--- config.mk ---
export PLATFORM = sky130hd
export DESIGN_NAME = sorted_insert_table
export DESIGN_NICKNAME = d
export VERILOG_FILES = /design/src/design/sit_pkg.sv /design/src/design/sit_mem.sv /design/src/design/sit_ctrl.sv /design/src/design/sorted_insert_table.sv
export SDC_FILE = /design/constraint.sdc
export NUM_CORES = 1
export LEC_CHECK = 0
export BUFFER_PORTS_ARGS = -buffer_cell sky130_fd_sc_hd__buf_4
export CORE_UTILIZATION = 50
export CTS_BUF_LIST = sky130_fd_sc_hd__clkbuf_2
export DETAILED_ROUTE_END_ITERATION = 16
export PLACE_DENSITY = 0.68
export SKIP_CTS_REPAIR_TIMING = 1
export SYNTH_ARGS = -nofsm -noshare
export SYNTH_HDL_FRONTEND = slang
export SYNTH_SLANG_ARGS = --single-unit
--- constraint.sdc ---
create_clock -name aclk -period 4.3 [get_ports aclk]
set_input_delay 1.29 -clock aclk [delete_from_list [all_inputs] [get_ports aclk]]
set_output_delay 1.29 -clock aclk [all_outputs]
set_load 0.01 [all_outputs]
--- src/design/sit_pkg.sv ---
// Shared types and codes for the sorted insert table.
// No dependencies.
`timescale 1ns / 1ps

package sit_pkg;

    localparam logic [1:0] OP_INSERT = 2'd0;
    localparam logic [1:0] OP_FIND   = 2'd1;
    localparam logic [1:0] OP_CHANGE = 2'd2;

    localparam logic [1:0] ST_DONE     = 2'd0;
    localparam logic [1:0] ST_FULL     = 2'd1;
    localparam logic [1:0] ST_NOTFOUND = 2'd2;

    typedef struct packed {
        logic [1:0] status;
        logic [3:0] position;
        logic [4:0] entry_count;
    } result_t;

endpackage

--- src/design/sit_mem.sv ---
// Entry store: one write port, one read port, registered read data.
// No dependencies.
`timescale 1ns / 1ps

module sit_mem #(
    parameter int DEPTH = 16,
    parameter int AW    = 4
) (
    input  logic                aclk,
    input  logic                we,
    input  logic [AW-1:0]       waddr,
    input  logic signed [31:0]  wdata,
    input  logic                re,
    input  logic [AW-1:0]       raddr,
    output logic signed [31:0]  rdata
);

    logic signed [31:0] mem [DEPTH];
    logic signed [31:0] rdata_reg;

    always_ff @(posedge aclk) begin
        if (we) begin
            mem[waddr] <= wdata;
        end
        if (re) begin
            rdata_reg <= mem[raddr];
        end
    end

    assign rdata = rdata_reg;

endmodule

--- src/design/sit_ctrl.sv ---
// Sequencer: walks the entry store for insert, find and change.
// Depends on sit_pkg; drives sit_mem.
`timescale 1ns / 1ps

module sit_ctrl #(
    parameter int DEPTH = 16,
    parameter int AW    = 4,
    parameter int CW    = 5
) (
    input  logic                aclk,
    input  logic                aresetn,
    input  logic                in_valid,
    output logic                in_ready,
    input  logic [1:0]          in_op,
    input  logic signed [31:0]  in_value,
    input  logic signed [31:0]  in_new_value,
    output logic                res_valid,
    input  logic                res_ready,
    output sit_pkg::result_t    res,
    output logic                mem_we,
    output logic [AW-1:0]       mem_waddr,
    output logic signed [31:0]  mem_wdata,
    output logic                mem_re,
    output logic [AW-1:0]       mem_raddr,
    input  logic signed [31:0]  mem_rdata
);
    import sit_pkg::*;

    localparam logic [1:0] S_IDLE = 2'd0;
    localparam logic [1:0] S_RD   = 2'd1;
    localparam logic [1:0] S_EV   = 2'd2;
    localparam logic [1:0] S_OUT  = 2'd3;

    logic [1:0]         state_reg, state_next;
    logic [1:0]         op_reg, op_next;
    logic signed [31:0] val_reg, val_next;
    logic signed [31:0] nval_reg, nval_next;
    logic signed [31:0] carry_reg, carry_next;
    logic [AW-1:0]      idx_reg, idx_next;
    logic [AW-1:0]      hit_reg, hit_next;
    logic               found_reg, found_next;
    logic [CW-1:0]      fill_reg, fill_next;
    logic [1:0]         status_reg, status_next;
    logic [AW-1:0]      pos_reg, pos_next;

    logic [CW-1:0]      idx_ext;
    logic               at_end;
    logic               is_hit;
    logic [AW+3:0]      pos_wide;
    logic [CW+4:0]      cnt_wide;

    assign idx_ext = CW'(idx_reg);
    assign at_end  = (idx_ext == fill_reg);
    assign is_hit  = (mem_rdata == val_reg);

    always_ff @(posedge aclk) begin
        if (!aresetn) begin
            state_reg <= S_IDLE;
            fill_reg  <= '0;
        end else begin
            state_reg <= state_next;
            fill_reg  <= fill_next;
        end
        op_reg     <= op_next;
        val_reg    <= val_next;
        nval_reg   <= nval_next;
        carry_reg  <= carry_next;
        idx_reg    <= idx_next;
        hit_reg    <= hit_next;
        found_reg  <= found_next;
        status_reg <= status_next;
        pos_reg    <= pos_next;
    end

    always_comb begin
        state_next  = state_reg;
        op_next     = op_reg;
        val_next    = val_reg;
        nval_next   = nval_reg;
        carry_next  = carry_reg;
        idx_next    = idx_reg;
        hit_next    = hit_reg;
        found_next  = found_reg;
        fill_next   = fill_reg;
        status_next = status_reg;
        pos_next    = pos_reg;
        mem_we      = 1'b0;
        mem_waddr   = idx_reg;
        mem_wdata   = val_reg;
        mem_re      = 1'b0;
        mem_raddr   = idx_reg;

        unique case (state_reg)
            S_IDLE: begin
                if (in_valid) begin
                    op_next     = in_op;
                    val_next    = in_value;
                    nval_next   = in_new_value;
                    idx_next    = '0;
                    found_next  = 1'b0;
                    status_next = ST_DONE;
                    pos_next    = '0;
                    priority if (in_op == OP_INSERT) begin
                        if (fill_reg == CW'(DEPTH)) begin
                            status_next = ST_FULL;
                            state_next  = S_OUT;
                        end else begin
                            state_next = S_RD;
                        end
                    end else if (in_op == OP_FIND || in_op == OP_CHANGE) begin
                        if (fill_reg == '0) begin
                            status_next = ST_NOTFOUND;
                            state_next  = S_OUT;
                        end else begin
                            state_next = S_RD;
                        end
                    end else begin
                        state_next = S_OUT;
                    end
                end
            end
            S_RD: begin
                mem_re     = !at_end;
                state_next = S_EV;
            end
            S_EV: begin
                if (op_reg == OP_INSERT) begin
                    if (at_end) begin
                        // tail slot takes the displaced entry or the new value
                        mem_we     = 1'b1;
                        mem_wdata  = found_reg ? carry_reg : val_reg;
                        pos_next   = found_reg ? hit_reg : idx_reg;
                        fill_next  = fill_reg + CW'(1);
                        state_next = S_OUT;
                    end else begin
                        if (found_reg) begin
                            mem_we     = 1'b1;
                            mem_wdata  = carry_reg;
                            carry_next = mem_rdata;
                        end else if (mem_rdata > val_reg) begin
                            mem_we     = 1'b1;
                            mem_wdata  = val_reg;
                            carry_next = mem_rdata;
                            found_next = 1'b1;
                            hit_next   = idx_reg;
                        end
                        idx_next   = idx_reg + AW'(1);
                        state_next = S_RD;
                    end
                end else begin
                    if (is_hit) begin
                        found_next = 1'b1;
                        hit_next   = idx_reg;
                    end
                    if (idx_ext == fill_reg - CW'(1)) begin
                        if (is_hit || found_reg) begin
                            pos_next  = is_hit ? idx_reg : hit_reg;
                            mem_we    = (op_reg == OP_CHANGE);
                            mem_waddr = is_hit ? idx_reg : hit_reg;
                            mem_wdata = nval_reg;
                        end else begin
                            status_next = ST_NOTFOUND;
                        end
                        state_next = S_OUT;
                    end else begin
                        idx_next   = idx_reg + AW'(1);
                        state_next = S_RD;
                    end
                end
            end
            S_OUT: begin
                if (res_ready) begin
                    state_next = S_IDLE;
                end
            end
            default: begin
                state_next = S_IDLE;
            end
        endcase
    end

    assign pos_wide = {4'b0000, pos_reg};
    assign cnt_wide = {5'b00000, fill_reg};

    assign in_ready         = (state_reg == S_IDLE);
    assign res_valid        = (state_reg == S_OUT);
    assign res.status       = status_reg;
    assign res.position     = pos_wide[3:0];
    assign res.entry_count  = cnt_wide[4:0];

endmodule

--- src/design/sorted_insert_table.sv ---
// Top level of the sorted insert table: sequencer, entry store, result register.
// Depends on sit_pkg, sit_mem and sit_ctrl.
`timescale 1ns / 1ps
//
//  channel | dir | tdata                          | tuser
//  --------+-----+--------------------------------+-------------
//  s_      | in  | value[31:0], new_value[63:32]  | opcode[1:0]
//  m_      | out | position[3:0], entry_count[8:4] | status[1:0]
//
//  One beat at a time. The sequencer reads the store once per entry and
//  evaluates on the next cycle; full insert, empty find or change and unused
//  opcodes skip the walk and go straight to the result. Reset clears the fill
//  count and the state, not the store; no clearing pass.
//  A result waiting in the output register does not block the next s_ beat.

module sorted_insert_table #(
    parameter int DEPTH = 16
) (
    input  logic        aclk,
    input  logic        aresetn,
    input  logic        s_tvalid,
    output logic        s_tready,
    input  logic [63:0] s_tdata,   // value, new_value
    input  logic [1:0]  s_tuser,   // opcode
    output logic        m_tvalid,
    input  logic        m_tready,
    output logic [15:0] m_tdata,   // position, entry_count, zero pad
    output logic [1:0]  m_tuser    // status
);
    import sit_pkg::*;

    localparam int AW = (DEPTH > 1) ? $clog2(DEPTH) : 1;
    localparam int CW = $clog2(DEPTH + 1);

    logic               mem_we;
    logic [AW-1:0]      mem_waddr;
    logic signed [31:0] mem_wdata;
    logic               mem_re;
    logic [AW-1:0]      mem_raddr;
    logic signed [31:0] mem_rdata;

    logic               res_valid;
    logic               res_ready;
    result_t            res;

    logic               m_valid_reg;
    result_t            m_res_reg;

    sit_mem #(
        .DEPTH (DEPTH),
        .AW    (AW)
    ) u_mem (
        .aclk  (aclk),
        .we    (mem_we),
        .waddr (mem_waddr),
        .wdata (mem_wdata),
        .re    (mem_re),
        .raddr (mem_raddr),
        .rdata (mem_rdata)
    );

    sit_ctrl #(
        .DEPTH (DEPTH),
        .AW    (AW),
        .CW    (CW)
    ) u_ctrl (
        .aclk         (aclk),
        .aresetn      (aresetn),
        .in_valid     (s_tvalid),
        .in_ready     (s_tready),
        .in_op        (s_tuser),
        .in_value     (s_tdata[31:0]),
        .in_new_value (s_tdata[63:32]),
        .res_valid    (res_valid),
        .res_ready    (res_ready),
        .res          (res),
        .mem_we       (mem_we),
        .mem_waddr    (mem_waddr),
        .mem_wdata    (mem_wdata),
        .mem_re       (mem_re),
        .mem_raddr    (mem_raddr),
        .mem_rdata    (mem_rdata)
    );

    assign res_ready = !m_valid_reg || m_tready;

    always_ff @(posedge aclk) begin
        if (!aresetn) begin
            m_valid_reg <= 1'b0;
        end else if (res_valid && res_ready) begin
            m_valid_reg <= 1'b1;
        end else if (m_tready) begin
            m_valid_reg <= 1'b0;
        end
        if (res_valid && res_ready) begin
            m_res_reg <= res;
        end
    end

    assign m_tvalid = m_valid_reg;
    assign m_tdata  = {7'b0000000, m_res_reg.entry_count, m_res_reg.position};
    assign m_tuser  = m_res_reg.status;

endmodule
Yosys cells after proc, flatten, opt, wreduce, memory -nomap -nowiden
Memories as Yosys holds them, arrays and structs flattened. A register that Yosys moved wholly into a read port is not among the register bits.
Cells that the tools add are included.
{ "totals": {"reg_bits": 132, "latchBits": 0, "ram_bits": 512, "mem_bits_ro": 0, "input_bits": 70, "output_inout_bits": 20, "elab_cells": 130, "memories": 1} }
{ "classes": {"n_addsub": 3, "mul": 0, "div_mod_pow": 0, "n_lt_le_gt_ge": 1, "eq_ne": 24, "shift": 0, "mux": 63, "bitwise": 1, "reduce_logical": 22} }
{ "memory_table": {"columns": ["memory", "words", "width", "read_ports", "rd_clocked_by_memory_dff", "write_ports", "line_no", "source"], "rows": [
  ["u_mem.mem", 16, 32, 1, 1, 1, "sit_mem.sv:18", "logic signed [31:0] mem [DEPTH];"]
]} }
{ "op_table": {"columns": ["op", "count"], "rows": [
  ["32-bit 2-to-1 mux", 7],
  ["4-bit 2-to-1 mux", 18],
  ["32-bit equality test", 1],
  ["32-bit > comparator", 1],
  ["2-bit 2-to-1 mux", 16],
  ["1-bit 2-to-1 mux", 17],
  ["4-bit case mux with 2 select lines", 2],
  ["4-bit AND reduction", 4],
  ["2-bit != test, second input constant", 6],
  ["4-bit by 5-bit equality test with 1-bit output", 2],
  ["5-bit AND reduction", 2],
  ["3-bit by 1-bit != test with 1-bit output, second input constant", 3],
  ["2-bit equality test, second input constant", 4],
  ["2-bit case mux with 4 select lines", 1],
  ["2-bit zero test", 3],
  ["3-bit by 2-bit != test with 1-bit output, second input constant", 2],
  ["2-bit nonzero test", 3],
  ["5-bit by 1-bit adder with 5-bit output, second input constant", 1],
  ["5-bit equality test, second input constant", 1],
  ["5-bit zero test", 1],
  ["5-bit by 1-bit subtractor with 5-bit output, second input constant", 1],
  ["4-bit by 1-bit adder with 4-bit output, second input constant", 1],
  ["2-bit by 1-bit equality test with 1-bit output, second input constant", 2],
  ["2-bit by 1-bit != test with 1-bit output, second input constant", 2],
  ["other kinds (9)", 13]
]} }

Longest topological paths before layout
{ "logic_depth": {"depth_word": 8, "mapped_depth": 11, "mapped_depth_nobuf": 9} }

Hierarchy
A second synthesis with hierarchy kept.
{ "hier_totals": {"hier_cells": 1354, "area_unflattened_um2": 26785.7} }
{ "modules_own_cells": {"columns": ["module", "n_inst", "cells_per_inst", "area_each_um2", "seq_area_each_um2"], "rows": [
  ["sit_mem", 1, 838, 20155.6, 16335.7],
  ["sit_ctrl", 1, 492, 6185.9, 3533.4],
  ["sorted_insert_table", 1, 24, 444.2, 350.3]
]} }

Least setup slack after synthesis
Ideal clock, no wire load.
{ "synth_timing": {"kind": "reg-to-reg", "from": "reg u_ctrl.fill_reg[0]", "to": "mem u_mem.mem[13][0], enable pin", "setup_ns": 0.432, "t_arrival_ns": 3.920, "t_required_ns": 3.868, "path_slack_ns": -0.051, "stages_incl_launch_ff": 10, "path_buffers": 0, "synth_period_minus_slack_ns": 4.351, "path_cell_list": "dfxtp_1 > inv_1 > ha_1 > nor3b_1 > xnor2_1 > nand4_2 > nor4_4 > mux2i_1 > nand3_1 > a21oi_1"} }
{ "synth_between": {"elab_chain_len": 7, "word_cells_on_any_way": 12, "cone_classes": "1 x add/sub; 2 x eq/ne; 9 x mux"} }
{ "synth_lines": {"columns": ["item", "line_no", "source"], "rows": [
  ["start: declaration", "sit_ctrl.sv:42", "logic [CW-1:0] fill_reg, fill_next;"],
  ["start signal: assignment", "sit_ctrl.sv:62", "fill_reg <= fill_next;"],
  ["5-bit by 1-bit subtractor with 5-bit output", "sit_ctrl.sv:155", "if (idx_ext == fill_reg - CW'(1)) begin"],
  ["4-bit by 5-bit equality test with 1-bit output", "sit_ctrl.sv:155", null],
  ["1-bit 2-to-1 mux", "sit_ctrl.sv:155", null],
  ["1-bit 2-to-1 mux", "sit_ctrl.sv:127", "if (op_reg == OP_INSERT) begin"],
  ["1-bit 2-to-1 mux", "sit_ctrl.sv:93", "unique case (state_reg)"],
  ["1-bit 2-to-1 mux", "sit_mem.sv:22", "if (we) begin"],
  ["1-bit 2-to-1 mux (implied by the code)", "sit_mem.sv:23", "mem[waddr] <= wdata;"],
  ["end: declaration", "sit_mem.sv:18", null]
]} }
Several ways; a longest one is shown, not always the timed one.

Worst setup path after layout
{ "layout_timing": {"from": "reg u_ctrl.val_reg[31]", "to": "mem u_mem.mem[10][11], enable pin"} }
{ "layout_between": {"elab_chain_len": 8, "word_cells_on_any_way": 17, "cone_classes": "1 x order compare; 1 x eq/ne; 14 x mux; 1 x reduce/logical"} }
{ "layout_lines": {"columns": ["item", "line_no", "source"], "rows": [
  ["start: declaration", "sit_ctrl.sv:36", "logic signed [31:0] val_reg, val_next;"],
  ["start signal: assignment", "sit_ctrl.sv:65", "val_reg <= val_next;"],
  ["32-bit > comparator / 32-bit equality test (equally long branches)", "sit_ctrl.sv:140, sit_ctrl.sv:54", null],
  ["1-bit 2-to-1 mux / 1-bit logical OR (equally long branches)", "sit_ctrl.sv:140, sit_ctrl.sv:156", null],
  ["1-bit 2-to-1 mux, on equally long branches", "sit_ctrl.sv:136, sit_ctrl.sv:156", null],
  ["1-bit 2-to-1 mux, on equally long branches", "sit_ctrl.sv:128, sit_ctrl.sv:155", null],
  ["1-bit 2-to-1 mux", "sit_ctrl.sv:127", null],
  ["1-bit 2-to-1 mux", "sit_ctrl.sv:93", null],
  ["1-bit 2-to-1 mux", "sit_mem.sv:22", null],
  ["1-bit 2-to-1 mux (implied by the code)", "sit_mem.sv:23", null]
]} }
Several ways; a longest one is shown, not always the timed one.

==> summary.txt <==
Synth
  – Synth area leaders: edfxtp_1 75%, mux4_2 14%, ha_1 1.7%
  – Syn_area_per_cell: around 21 um^2
  – Most used DFF post-synth: edfxtp_1
  – Yosys top cell area share: 75.4%
  – Post-synth EDFFs: between 600 and 700
  – Yosys cell types: 55
  – Cells after Synth: 1259
  – Yosys reg bits: about 680
  – Cell taking the most area after synthesis: edfxtp_1
  – Syn. warnings: 0
  – Async SR Flop Fraction: 0%
  – Netlist Area Pre-Place: ~27000 um^2
  – Seq/Total Area, Yosys: roughly three quarters

Critical path
  – FF-to-FF path depth: 10
  – Worst path slowest cell: a211oi_4
  – R2r startpoint: u_ctrl.val_reg[31]
  – Worst r2r dst: u_mem.mem[10][11]
  – Worst R2R Setup Slack: ~0.25 ns
  – Crit-path max FO: 21
  – Worst Setup End Kind: register
  – Crit path from: u_ctrl.val_reg[31]
  – Critical path class: register to register
  – Crit-path max cell delay: just over 0.6 ns
  – Critical path cell sequence: inv_1 > ha_1 > nand4_2 > nor4_2 > a21oi_1 > or2_1 > a211oi_4 > nand3_1 > a21oi_4 > buf_4
  – Crit path DAT: around 5 ns
  – Critical Path Start Type: register
  – Worst EP required: 5.21 ns

Placement
  – Gp weighted congestion: 0.799
  – DP Worst Slack: between 0.3 and 0.4 ns
  – PortBufs: around 80
  – DPL Wire Length: around 32000 um
  – Placed cells: between 2000 and 2500

CTS
  – Worst skew pair latency: between 1 and 1.5 ns
  – Clock transition at path regs: ~0.11 ns
  – CTS Buf Count: about 170
  – CTS tree: yes
  – H-tree level count: 4
  – CTS Root Cell: clkbuf_2
  – Clk buf depth: 3
  – CTS sink count: slightly below 700

Timing
  – Fmax: 0.247 GHz
  – RSZ-0062 raised after global routing: false
  – Relative slew slack: between 20% and 30%
  – Worst setup margin: ~0.25 ns
  – Final Hold Slack: 0.127 ns
  – Setup_tns: 0 ns
  – Slew @ Worst Pin: approximately 1.1 ns
  – Final Max Slew Viols: 0
  – Final worst path period need: between 4 and 5 ns
  – Final cycle utilization of the critical path: between 90% and 100%
  – Endpoints failing setup: 0
  – Hold Vio Cnt, Final: 0
  – Clock Skew: around 0.10 ns

Status
  – Outcome: finished clean

Finish
  – Synth-to-layout area growth: 13.5%
  – FF+latch area: a little over 20000 um^2
  – Share of cells above drive strength 1: between 30% and 40%
  – Post-route insts no fill: approximately 2300
  – Biggest register: u_mem.mem
  – Commonest non-fill, non-tap cell in the layout: edfxtp_1
  – Most frequent cells in the layout: 668 x edfxtp_1, 244 x clkbuf_2, 160 x mux4_2
  – Filler cell count in the final layout: between 3000 and 4000
  – Max reg flops: ~510
  – Area occupied by multi-input gates: between 6000 and 7000 um^2
  – Final nets: between 1500 and 2000

Flow run
  – # Max-Cap Violations: 0

Hold path
  – Hold Startpoint: s_tdata[54]
  – Hold Crit Class: primary input to register
  – Hold EP: u_ctrl.nval_reg[22]
  – Hold Crit Depth: 1

Floorplan
  – FP Rows: 84
  – Die height: 233 um
  – Core Area: about 53000 um^2
  – Ports: 90
  – Die area: 54100 um^2
  – Starting Density: about half
  – Die Wd: approximately 230 um

Power and ir drop
  – Clk pwr share: roughly a third
  – PwrDens: between 400 and 500 nW/um^2
  – Total net switching power: roughly 3.4 mW
  – Post-route total power: roughly 13 mW
  – Sw Ratio: ~26%
  – Gate power share: 10.4%
  – Internal power: 9.83 mW
  – Peak VDD IR: 0.239 mV
  – Seq pwr share: 57.1%
  – Lkg Pwr: between 10 and 15 nW

Global routing
  – Vias in the first global route: 13917
  – First-pass GRT wire length: approximately 87000 um
  – Overflow left after global routing: 0
  – M2 GR Usage: between 30% and 40%
  – Initial antenna violation count: 4
  – Largest net degree at the start of global routing: 138
  – M3 GR Usage: about 5.3%
  – GRT Total Usage: between 20% and 30%
  – Most Used Layer, Global Route: met2
  – GR met1 Demand/Resource: 31.7%

Drt
  – Starting DRT DRC Count: ~1600
  – Drt wl/cell: ~25 um
  – DR DRC count: 0
  – Via/cell ratio: between 5 and 6
  – Final wirelength: between 50000 and 60000 um
  – ANT nets after route: 0
  – Drt pass-1 iters: 6
  – Via count: about 14000
-- area by class of cell --
class	instances	area share, %
clock buffer	244	4.04
inverter	68	0.845
sequential	676	67.0
multi-input combinational	455	20.1
timing repair buffer	137	4.24
antenna	3	0.0249
clock inverter	37	0.953
tap	688	2.85
-- per-layer routing --
layer	wire length, um	vias to the layer above
met5	0	-
met4	1440	0
met3	4830	109
met2	27900	619
met1	24500	7053
li1	-	5808
-- through the flow --
stage | cell area (um^2) | util, %
6_report | 30200 | 57.5
3_3_place_gp | 28700 | 54.6
5_1_grt | 30200 | 57.5
2_1_floorplan | 26700 | -
3_5_place_dp | 28700 | 54.6
4_1_cts | 30200 | 57.4
-- synthesized netlist by cell type, types with 2 or more instances --
master / instances
edfxtp_1: 668
mux4_2: 160
inv_1: 68
a21oi_1: 40
clkbuf_1: 39
ha_1: 36
a222oi_1: 31
nand2_1: 23
nor2_1: 23
nand3_1: 20
mux2i_1: 13
nand2b_1: 13
buf_2: 10
nand4_1: 10
dfxtp_1: 8
and2_1: 7
buf_1: 7
buf_4: 7
nor2b_1: 7
xnor2_1: 7
o21ai_0: 6
mux2_2: 5
nor3_1: 4
and3_1: 3
buf_6: 3
nor4_1: 3
o211ai_1: 3
xor2_1: 3
mux2_4: 2
nand4_2: 2
nor3b_1: 2
nor4_4: 2
o21ai_1: 2
-- kinds of logic after synthesis --
| group | share of synthesized area, % |
|---|---|
| adders and majority gates | 1.69 |
| AOI/OAI and AO/OA | 2.62 |
| xor gates and xnor gates | 0.555 |
| other | 0.0141 |
| muxes | 14.4 |
| DFF | 76.0 |
| and+or+nand+nor | 2.64 |
| buffers and inverters | 2.12 |
-- power groups by stage --
stage                     clock network, mW  logic, mW  registers, mW
after floorplan                           0      0.969           7.66
after global placement                    0       1.37           7.69
after detailed placement                  0       1.39           7.69
after CTS                              4.44       1.40           7.54
after global routing                   4.71       1.49           7.56
final                                  4.30       1.38           7.54
-- worst max-delay path by stage --
stage,endpoint,cells past startpoint
5_1_grt,u_mem.mem[10][12],10
6_report,u_mem.mem[10][11],10
2_1_floorplan,u_mem.mem[0][0],9
3_3_place_gp,u_mem.mem[10][20],9
4_1_cts,u_mem.mem[10][12],10
3_5_place_dp,u_mem.mem[10][20],9
-- worst max-delay path: cells and delay by family, from the launching register on --
kind,cells,cell delay [ns]
simple gates,4,1.35
compound gates,3,0.97
fa+ha+maj,1,0.51
buf+inv,2,0.44
flops,1,0.36
No activity file was read; power rests on OpenSTA's default activity.
